--- src/dq_pkg.sv ---
`timescale 1ns / 1ps
// ----------------------------------------------------------------------------
// dq_pkg - shared types for the double-ended queue
// Opcodes, status codes, controller states and the command/status bundles
// that join the controller to the datapath.
// ----------------------------------------------------------------------------
package dq_pkg;

	localparam int OP_W    = 3;
	localparam int VALUE_W = 32;
	localparam int COUNT_W = 7;
	localparam int STAT_W  = 2;

	typedef enum logic [OP_W-1:0] {
		OP_PUSH_FRONT = 3'd0,
		OP_PUSH_REAR  = 3'd1,
		OP_POP_FRONT  = 3'd2,
		OP_POP_REAR   = 3'd3,
		OP_DUMP       = 3'd4
	} opcode_t;

	typedef enum logic [STAT_W-1:0] {
		ST_OK    = 2'd0,
		ST_FULL  = 2'd1,
		ST_EMPTY = 2'd2
	} status_t;

	typedef enum logic [1:0] {
		S_IDLE,
		S_EXEC,
		S_POP_WAIT,
		S_DUMP
	} state_t;

	// controller -> datapath
	typedef struct packed {
		logic    op_ld;        // capture the accepted transfer
		logic    push_do;      // write entry, move head/count
		logic    pop_do;       // read entry, move head/count
		logic    dump_rd;      // read next entry of a dump
		logic    dump_first;   // restart the dump pointer
		logic    out_ld;       // load the output register
		logic    out_from_mem; // output value from read data, else zero
		status_t out_status;
		logic    out_last;
	} dq_cmd_t;

	// datapath -> controller
	typedef struct packed {
		opcode_t op;
		logic    empty;
		logic    full;
		logic    dump_last;
		logic    out_free;
	} dq_stat_t;

endpackage

--- src/dq_ctrl.sv ---
`timescale 1ns / 1ps
// ----------------------------------------------------------------------------
// dq_ctrl - deque sequencer
// Takes one operation at a time and steps the datapath through push, pop
// (with its memory read) and the entry-by-entry dump.
// ----------------------------------------------------------------------------
module dq_ctrl (
	input  logic             clk,
	input  logic             arst_n,
	input  logic             s_valid,
	output logic             s_ready,
	input  dq_pkg::dq_stat_t stat,
	output dq_pkg::dq_cmd_t  cmd
);

	dq_pkg::state_t state_q, state_d;

	always_ff @(posedge clk or negedge arst_n) begin
		if (!arst_n) begin
			state_q <= dq_pkg::S_IDLE;
		end else begin
			state_q <= state_d;
		end
	end

	always_comb begin
		state_d = state_q;
		unique case (state_q)
			dq_pkg::S_IDLE: begin
				if (s_valid) state_d = dq_pkg::S_EXEC;
			end
			dq_pkg::S_EXEC: begin
				unique case (stat.op) inside
					dq_pkg::OP_PUSH_FRONT, dq_pkg::OP_PUSH_REAR: begin
						if (stat.out_free) state_d = dq_pkg::S_IDLE;
					end
					dq_pkg::OP_POP_FRONT, dq_pkg::OP_POP_REAR: begin
						if (!stat.empty) state_d = dq_pkg::S_POP_WAIT;
						else if (stat.out_free) state_d = dq_pkg::S_IDLE;
					end
					dq_pkg::OP_DUMP: begin
						if (!stat.empty) state_d = dq_pkg::S_DUMP;
						else if (stat.out_free) state_d = dq_pkg::S_IDLE;
					end
					default: state_d = dq_pkg::S_IDLE; // undefined opcode: dropped
				endcase
			end
			dq_pkg::S_POP_WAIT: begin
				if (stat.out_free) state_d = dq_pkg::S_IDLE;
			end
			dq_pkg::S_DUMP: begin
				if (stat.out_free && stat.dump_last) state_d = dq_pkg::S_IDLE;
			end
			default: state_d = dq_pkg::S_IDLE;
		endcase
	end

	always_comb begin
		cmd            = '0;
		cmd.out_status = dq_pkg::ST_OK;
		s_ready        = 1'b0;
		unique case (state_q)
			dq_pkg::S_IDLE: begin
				s_ready    = 1'b1;
				cmd.op_ld  = s_valid;
			end
			dq_pkg::S_EXEC: begin
				unique case (stat.op) inside
					dq_pkg::OP_PUSH_FRONT, dq_pkg::OP_PUSH_REAR: begin
						if (stat.out_free) begin
							cmd.out_ld   = 1'b1;
							cmd.out_last = 1'b1;
							if (stat.full) begin
								cmd.out_status = dq_pkg::ST_FULL;
							end else begin
								cmd.push_do = 1'b1;
							end
						end
					end
					dq_pkg::OP_POP_FRONT, dq_pkg::OP_POP_REAR: begin
						if (!stat.empty) begin
							cmd.pop_do = 1'b1;
						end else if (stat.out_free) begin
							cmd.out_ld     = 1'b1;
							cmd.out_last   = 1'b1;
							cmd.out_status = dq_pkg::ST_EMPTY;
						end
					end
					dq_pkg::OP_DUMP: begin
						if (!stat.empty) begin
							cmd.dump_rd    = 1'b1;
							cmd.dump_first = 1'b1;
						end else if (stat.out_free) begin
							cmd.out_ld     = 1'b1;
							cmd.out_last   = 1'b1;
							cmd.out_status = dq_pkg::ST_EMPTY;
						end
					end
					default: ;
				endcase
			end
			dq_pkg::S_POP_WAIT: begin
				if (stat.out_free) begin
					cmd.out_ld       = 1'b1;
					cmd.out_from_mem = 1'b1;
					cmd.out_last     = 1'b1;
				end
			end
			dq_pkg::S_DUMP: begin
				if (stat.out_free) begin
					cmd.out_ld       = 1'b1;
					cmd.out_from_mem = 1'b1;
					cmd.out_last     = stat.dump_last;
					cmd.dump_rd      = !stat.dump_last;
				end
			end
			default: ;
		endcase
	end

endmodule

--- src/dq_datapath.sv ---
`timescale 1ns / 1ps
// ----------------------------------------------------------------------------
// dq_datapath - ring storage, head/count registers and output register
// One write port and one registered read port on the entry memory; ring
// positions wrap with a single compare and subtract.
// ----------------------------------------------------------------------------
module dq_datapath #(
	parameter int CAPACITY = 64
) (
	input  logic                          clk,
	input  logic                          arst_n,
	input  dq_pkg::opcode_t               in_op,
	input  logic [dq_pkg::VALUE_W-1:0]    in_value,
	input  dq_pkg::dq_cmd_t               cmd,
	output dq_pkg::dq_stat_t              stat,
	input  logic                          m_ready,
	output logic                          out_valid,
	output logic [dq_pkg::VALUE_W-1:0]    out_value,
	output logic [dq_pkg::COUNT_W-1:0]    out_count,
	output dq_pkg::status_t               out_status,
	output logic                          out_last
);

	localparam int            IW      = $clog2(CAPACITY);
	localparam logic [IW:0]   CapExt  = (IW+1)'(CAPACITY);
	localparam logic [IW-1:0] IdxLast = IW'(CAPACITY - 1);
	localparam logic [dq_pkg::COUNT_W-1:0] CntFull = dq_pkg::COUNT_W'(CAPACITY);

	function automatic logic [IW-1:0] ring_pos(input logic [IW-1:0] base,
	                                           input logic [IW-1:0] off);
		logic [IW:0] sum;
		logic [IW:0] wrapped;
		sum     = {1'b0, base} + {1'b0, off};
		wrapped = sum - CapExt;
		if (sum >= CapExt) return wrapped[IW-1:0];
		return sum[IW-1:0];
	endfunction

	dq_pkg::opcode_t              op_q;
	logic [dq_pkg::VALUE_W-1:0]   val_q;
	logic [IW-1:0]                head_q, head_d;
	logic [dq_pkg::COUNT_W-1:0]   count_q, count_d, count_m1;
	logic [IW-1:0]                ptr_q, ptr_d;

	logic [dq_pkg::VALUE_W-1:0]   mem_q [CAPACITY];
	logic [dq_pkg::VALUE_W-1:0]   rd_data_q;
	logic                         wr_en, rd_en;
	logic [IW-1:0]                wr_addr, rd_addr;

	logic                         out_valid_q;
	logic [dq_pkg::VALUE_W-1:0]   out_value_q;
	logic [dq_pkg::COUNT_W-1:0]   out_count_q;
	dq_pkg::status_t              out_status_q;
	logic                         out_last_q;

	assign count_m1 = count_q - 1'b1;

	always_comb begin
		head_d  = head_q;
		count_d = count_q;
		ptr_d   = ptr_q;
		wr_en   = 1'b0;
		wr_addr = '0;
		rd_en   = 1'b0;
		rd_addr = '0;
		if (cmd.push_do) begin
			wr_en   = 1'b1;
			count_d = count_q + 1'b1;
			if (op_q == dq_pkg::OP_PUSH_FRONT) begin
				head_d  = (head_q == '0) ? IdxLast : head_q - 1'b1;
				wr_addr = head_d;
			end else begin
				wr_addr = ring_pos(head_q, count_q[IW-1:0]);
			end
		end
		if (cmd.pop_do) begin
			rd_en   = 1'b1;
			count_d = count_m1;
			if (op_q == dq_pkg::OP_POP_FRONT) begin
				rd_addr = head_q;
				head_d  = ring_pos(head_q, IW'(1));
			end else begin
				rd_addr = ring_pos(head_q, count_m1[IW-1:0]);
			end
		end
		if (cmd.dump_rd) begin
			rd_en   = 1'b1;
			ptr_d   = cmd.dump_first ? '0 : ptr_q + 1'b1;
			rd_addr = ring_pos(head_q, ptr_d);
		end
	end

	always_ff @(posedge clk or negedge arst_n) begin
		if (!arst_n) begin
			head_q  <= '0;
			count_q <= '0;
		end else begin
			head_q  <= head_d;
			count_q <= count_d;
		end
	end

	always_ff @(posedge clk) begin
		if (cmd.op_ld) begin
			op_q  <= in_op;
			val_q <= in_value;
		end
		ptr_q <= ptr_d;
	end

	// entry memory: one write, one registered read
	always_ff @(posedge clk) begin
		if (wr_en) mem_q[wr_addr] <= val_q;
		if (rd_en) rd_data_q <= mem_q[rd_addr];
	end

	always_ff @(posedge clk or negedge arst_n) begin
		if (!arst_n) begin
			out_valid_q <= 1'b0;
		end else if (cmd.out_ld) begin
			out_valid_q <= 1'b1;
		end else if (m_ready) begin
			out_valid_q <= 1'b0;
		end
	end

	always_ff @(posedge clk) begin
		if (cmd.out_ld) begin
			out_value_q  <= cmd.out_from_mem ? rd_data_q : '0;
			out_count_q  <= count_d;
			out_status_q <= cmd.out_status;
			out_last_q   <= cmd.out_last;
		end
	end

	assign stat.op        = op_q;
	assign stat.empty     = (count_q == '0);
	assign stat.full      = (count_q == CntFull);
	assign stat.dump_last = ((dq_pkg::COUNT_W'(ptr_q) + 1'b1) == count_q);
	assign stat.out_free  = !out_valid_q || m_ready;

	assign out_valid  = out_valid_q;
	assign out_value  = out_value_q;
	assign out_count  = out_count_q;
	assign out_status = out_status_q;
	assign out_last   = out_last_q;

	a_count_range: assert property (@(posedge clk) disable iff (!arst_n)
		count_q <= CntFull)
		else $error("entry count beyond capacity");

	a_head_range: assert property (@(posedge clk) disable iff (!arst_n)
		{1'b0, head_q} < CapExt)
		else $error("head index outside ring");

	a_push_room: assert property (@(posedge clk) disable iff (!arst_n)
		cmd.push_do |-> !stat.full)
		else $error("push executed on full queue");

	a_pop_data: assert property (@(posedge clk) disable iff (!arst_n)
		(cmd.pop_do || cmd.dump_rd) |-> !stat.empty)
		else $error("read issued on empty queue");

	a_out_no_overwrite: assert property (@(posedge clk) disable iff (!arst_n)
		cmd.out_ld |-> stat.out_free)
		else $error("pending result overwritten");

endmodule

--- src/double_ended_queue_top.sv ---
`timescale 1ns / 1ps
// ----------------------------------------------------------------------------
// double_ended_queue_top - double-ended queue of signed 32-bit values
// Ring buffer with push/pop at either end and a front-to-rear dump.
//
//  channel   dir  tdata                                   tuser        tlast
//  s_axis    in   [2:0] opcode, [34:3] push_value         -            -
//  m_axis    out  [31:0] item_value, [38:32] entry_count  [1:0] status last_of_run
//
//  Push or refused/empty op: the op is captured, then its result registered.
//  Pop: op captured, memory read registered, then result. Dump: one result
//  per entry, one per cycle while not stalled, paced by the single read port.
//  One operation at a time; the next transfer in is taken once the block is
//  back in idle, while a finished result may still sit in the output register.
//  Reset clears the sequencer, head, count and output valid; the entry memory
//  needs no clearing.
// ----------------------------------------------------------------------------
module double_ended_queue_top #(
	parameter int CAPACITY = 64
) (
	input  logic        clk,
	input  logic        arst_n,
	input  logic        s_tvalid,
	output logic        s_tready,
	input  logic [39:0] s_tdata,   // [2:0] opcode, [34:3] push_value
	output logic        m_tvalid,
	input  logic        m_tready,
	output logic [39:0] m_tdata,   // [31:0] item_value, [38:32] entry_count
	output logic [1:0]  m_tuser,   // [1:0] status
	output logic        m_tlast
);

	dq_pkg::dq_cmd_t               cmd;
	dq_pkg::dq_stat_t              stat;
	logic [dq_pkg::VALUE_W-1:0]    out_value;
	logic [dq_pkg::COUNT_W-1:0]    out_count;
	dq_pkg::status_t               out_status;

	dq_ctrl u_ctrl (
		.clk     (clk),
		.arst_n  (arst_n),
		.s_valid (s_tvalid),
		.s_ready (s_tready),
		.stat    (stat),
		.cmd     (cmd)
	);

	dq_datapath #(
		.CAPACITY (CAPACITY)
	) u_datapath (
		.clk        (clk),
		.arst_n     (arst_n),
		.in_op      (dq_pkg::opcode_t'(s_tdata[2:0])),
		.in_value   (s_tdata[34:3]),
		.cmd        (cmd),
		.stat       (stat),
		.m_ready    (m_tready),
		.out_valid  (m_tvalid),
		.out_value  (out_value),
		.out_count  (out_count),
		.out_status (out_status),
		.out_last   (m_tlast)
	);

	assign m_tdata = {1'b0, out_count, out_value};
	assign m_tuser = out_status;

endmodule

--- config.mk ---
export PLATFORM = sky130hd
export DESIGN_NAME = double_ended_queue_top
export DESIGN_NICKNAME = d
export VERILOG_FILES = /design/src/dq_pkg.sv /design/src/dq_ctrl.sv /design/src/dq_datapath.sv /design/src/double_ended_queue_top.sv
export SDC_FILE = /design/constraint.sdc
export NUM_CORES = 2
export LEC_CHECK = 0
export ABC_AREA = 0
export BUFFER_PORTS_ARGS = -buffer_cell sky130_fd_sc_hd__clkbuf_2
export CAP_MARGIN = 20
export CORE_UTILIZATION = 45
export DETAILED_ROUTE_END_ITERATION = 8
export PLACE_DENSITY_LB_ADDON = 0.3
export SYNTH_ARGS = -nofsm -noshare
export SYNTH_HDL_FRONTEND = slang
export SYNTH_HIERARCHICAL = 1
export SYNTH_SLANG_ARGS = --single-unit
--- constraint.sdc ---
create_clock -name clk -period 6.56 [get_ports clk]
set_clock_uncertainty 0.2 [all_clocks]
set_input_delay 0.656 -clock clk [delete_from_list [all_inputs] [get_ports clk]]
set_output_delay 0.656 -clock clk [all_outputs]
set_load 0.02 [all_outputs]
==> flow_summary_export.csv <==
group,metric,value,unit
setup_path,critical_path_arrival,6330,ps
logic_synthesis,synth.most_common_cell,"edfxtp_1",
sta,hold_ws,55.0,ps
logic_synthesis,synth_top_family_by_area,"simple AND/OR/NAND/NOR gates",
sta,setup_slack,637,ps
grt,grt_max_degree,101,
routing,dr.pass1.iters,8,
min_path,hold_path.class,"in -> reg",
floorplanning,start_util,0.454,
logic_synthesis,synth_compound_area_frac,0.0789,
grt,grt_pass1_vias,50100,
logic_synthesis,synth_fa_ha_area_frac,0.00393,
routing,wl_per_cell,29.7,µm
grt,met1_usage,0.360,
grt,grt_overflow,0,
floorplanning,die_w,437,µm
cts,cts_tree,"built",
floorplanning,rows,159,
sta,fmax,169,MHz
cts,htreeDepth,4,
final_layout,utilization,0.518,
cts,clk_latency,850,ps
setup_path,path_class,"reg -> reg",
setup_path,start_kind,"flop",
sta,fin_crit_sh,0.903,
routing,wl,254,mm
logic_synthesis,synth-simple-area-share,0.0903,
final_layout,drive_gt1_frac,0.122,
power,p_per_area,431,nW/µm²
logic_synthesis,syn_nets,5726,
sta,drv_slew,0,
sta,final-hold-violation-count,0,
sta,rsz0062_at_grt,"false",
routing,drc,10,
final_layout,filler_cell_count,15200,
logic_synthesis,synthTopCellsByCount,"2163 x edfxtp_1, 1166 x nand2_1, 324 x mux2i_1",
sta,tightestPinTransition,1170,ps
grt,grtUsageTotal,0.262,
cts,clk_transition_reported_paths,60,ps
logic_synthesis,avgSynthCellArea,15.1,µm²
sta,fin_tns_setup,0,ps
floorplanning,core_area,188000,µm²
cts,post_cts_buffers,0,
setup_path,path_max_fanout,38,
logic_synthesis,async_flop_share,0.00734,
setup_path,path_cells,"nor4_1 -> nand2_1 -> nor2_1 -> nand4b_1 -> inv_1 -> nor2_1 -> ha_1 -> inv_1 -> fa_1 -> xnor2_1 -> nand2_1 -> nand2_4 -> nor2_4 -> buf_12 -> buf_4 -> nand3_1 -> a32oi_1 -> o21ai_0 -> and3_1",
logic_synthesis,ys.flop_type,"edfxtp_1",
logic_synthesis,ys_seq_elements,2179,
logic_synthesis,synth_area_leader_cell,"edfxtp_1",
placement,place_ws,770,ps
grt,antenna_found_initial,10,
logic_synthesis,synth.area.top_cells,"edfxtp_1 76%, nand2_1 5.1%, mux2i_1 3.8%",
logic_synthesis,syn_inst,5657,
cts,cts.sinks,2179,
logic_synthesis,synth.top_cell.area_share,0.761,
power,p_leak,32.9,nW
floorplanning,die_area,191000,µm²
cts,cts_resized,0,
logic_synthesis,muxShareOfSynthArea,0.0386,
grt,grt_util_met3,0.0413,
grt,grt_use_met2,0.412,
sta,slew_headroom,0.221,
logic_synthesis,synth_warnings,6,
placement,dp_hpwl,144,mm
routing,ant_nets,0,
setup_path,crit_slowest_cell,"dfrtp_1",
power,vdd_drop_max,453,µV
cts,numCtsBuffers,212,
status,violations,"design-rule violations",
cts,clockRootBuffer,"clkbuf_16",
final_layout,regArea,65400,µm²
final_layout,area_growth,14.1,%
placement,io_buffer_count,82,
grt,busiest_layer,"met2",
placement,gp_congestion,0.838,
logic_synthesis,synth.distinct_cells,85,
setup_path,crit_required,6970,ps
routing,drt-initial-drc-count,7198,
logic_synthesis,syn-cell-area,85300,µm²
sta,finalSetupViolCount,0,
final_layout,multi_input_area,18900,µm²
grt,grt_pass1_wl,361,mm
final_layout,final_nets,5964,
logic_synthesis,synth.yosys.seq_area_share,0.766,
routing,via_per_inst,6.15,
floorplanning,io_pins,89,
setup_path,end_kind,"flop",
setup_path,max_stage_delay,520,ps
sta,min_period,5920,ps
routing,vias,52700,
run,drv_cap,0,
cts,cts_buffer_depth,3,
setup_path,worst-path-buf-inv,4,
floorplanning,die_y,437,µm
logic_synthesis,synth-xor-area-share,0.00318,
logic_synthesis,synth_edf_count,2163,
status,status,"finished with violations",
setup_path,cp_top_family,"simple AND/OR/NAND/NOR gates",
## routing by layer
layer | vias to the layer above | part of all wire
li1 | 22400 | -
met1 | 26800 | 0.39
met2 | 3005 | 0.46
met3 | 535 | 0.096
met4 | 4 | 0.046
met5 | - | 0.00013
## logic make-up (layout without fill, tap and decap cells)
logic type / after synthesis / after routing
flops: 2179 / 2179
simple gates: 1766 / 1766
compound gates: 945 / 945
buf+inv: 382 / 793
mux: 328 / 328
xor+xnor: 31 / 31
fa+ha+maj: 25 / 25
other cells: 1 / 7
## tightest hold or removal path, cell delays in order
cell	delay (ps)
clkbuf_2	70
nand2b_1	240
nand2b_1	90
## report_power, final
part	switching [mW]	total, mW	internal (mW)
sequential	0.362	16.9	16.5
combinational	9.52	13.4	3.90
clock	5.30	11.7	6.36
total	15.2	41.9	26.8
## flip-flops by register name, summed over array words and instances (netlist names)
register	count
u_ctrl/state_q	2
u_datapath/count_q	7
u_datapath/head_q	6
u_datapath/mem_q	2048
u_datapath/op_q	3
u_datapath/out_count	7
u_datapath/out_last	1
u_datapath/out_status	2
u_datapath/out_valid	1
u_datapath/out_value	32
u_datapath/ptr_q	6
u_datapath/rd_data_q	32
u_datapath/val_q	32
## final timing paths
check                                 startpoint  cells past startpoint                       end  slack (ps)
setup / recovery           u_datapath/count_q[5]                     19  u_datapath/rd_data_q[18]         640
hold / removal                          m_tready                      3      u_datapath/out_valid          60
hold reg to reg            u_datapath/count_q[6]                      1     u_datapath/count_q[6]         390
min in group asynchronous                 arst_n                      2         u_ctrl/state_q[1]         120
max in group asynchronous                 arst_n                      2      u_datapath/head_q[4]        5710
setup reg to reg           u_datapath/count_q[5]                     19  u_datapath/rd_data_q[18]         640
## layout make-up
class / count / area share
inverters: 18 / 0.000694
multi-input cells: 3096 / 0.195
diodes: 6 / 0.000154
repair buffers: 388 / 0.0338
clock inverters: 115 / 0.0105
flip-flops and latches: 2179 / 0.671
clock buffers: 272 / 0.0570
well taps: 2495 / 0.0321
## stage by stage
| stage | cells | power (mW) | instance area (µm²) |
|---|---|---|---|
| 6_report | 8569 | 41.9 | 97400 |
| 5_1_grt | 8563 | 43.2 | 97400 |
| 4_1_cts | 8561 | 41.9 | 97300 |
| 3_5_place_dp | 8137 | 30.4 | 90400 |
| 3_3_place_gp | 8137 | 30.2 | 90400 |
| 2_1_floorplan | 5657 | 24.5 | 85300 |
## cell usage in the layout (no fill, tap or decap), types with 35 or more instances in the layout
master / synthesis / final
dlygate4sd3_1: 0 / 37
a221oi_1: 83 / 83
buf_12: 0 / 38
a31oi_1: 77 / 77
a21oi_1: 301 / 301
a32oi_1: 216 / 216
clkbuf_1: 190 / 59
and3_1: 70 / 70
clkinv_1: 0 / 54
nand4_1: 59 / 59
nand2_1: 1166 / 1161
clkbuf_2: 0 / 82
clkbuf_16: 0 / 213
nor2_4: 0 / 72
nand3_1: 258 / 257
edfxtp_1: 2163 / 2163
a22oi_1: 62 / 62
mux2i_1: 324 / 323
buf_4: 1 / 230
and2_1: 37 / 35
## what timing repair did
item / 4_1_cts / 5_1_grt
hold buffers: 37 / 0
endpoints found under the setup margin: 0 / 0
endpoints found under the hold margin: 52 / 0
No activity file was read; power rests on OpenSTA's default activity.
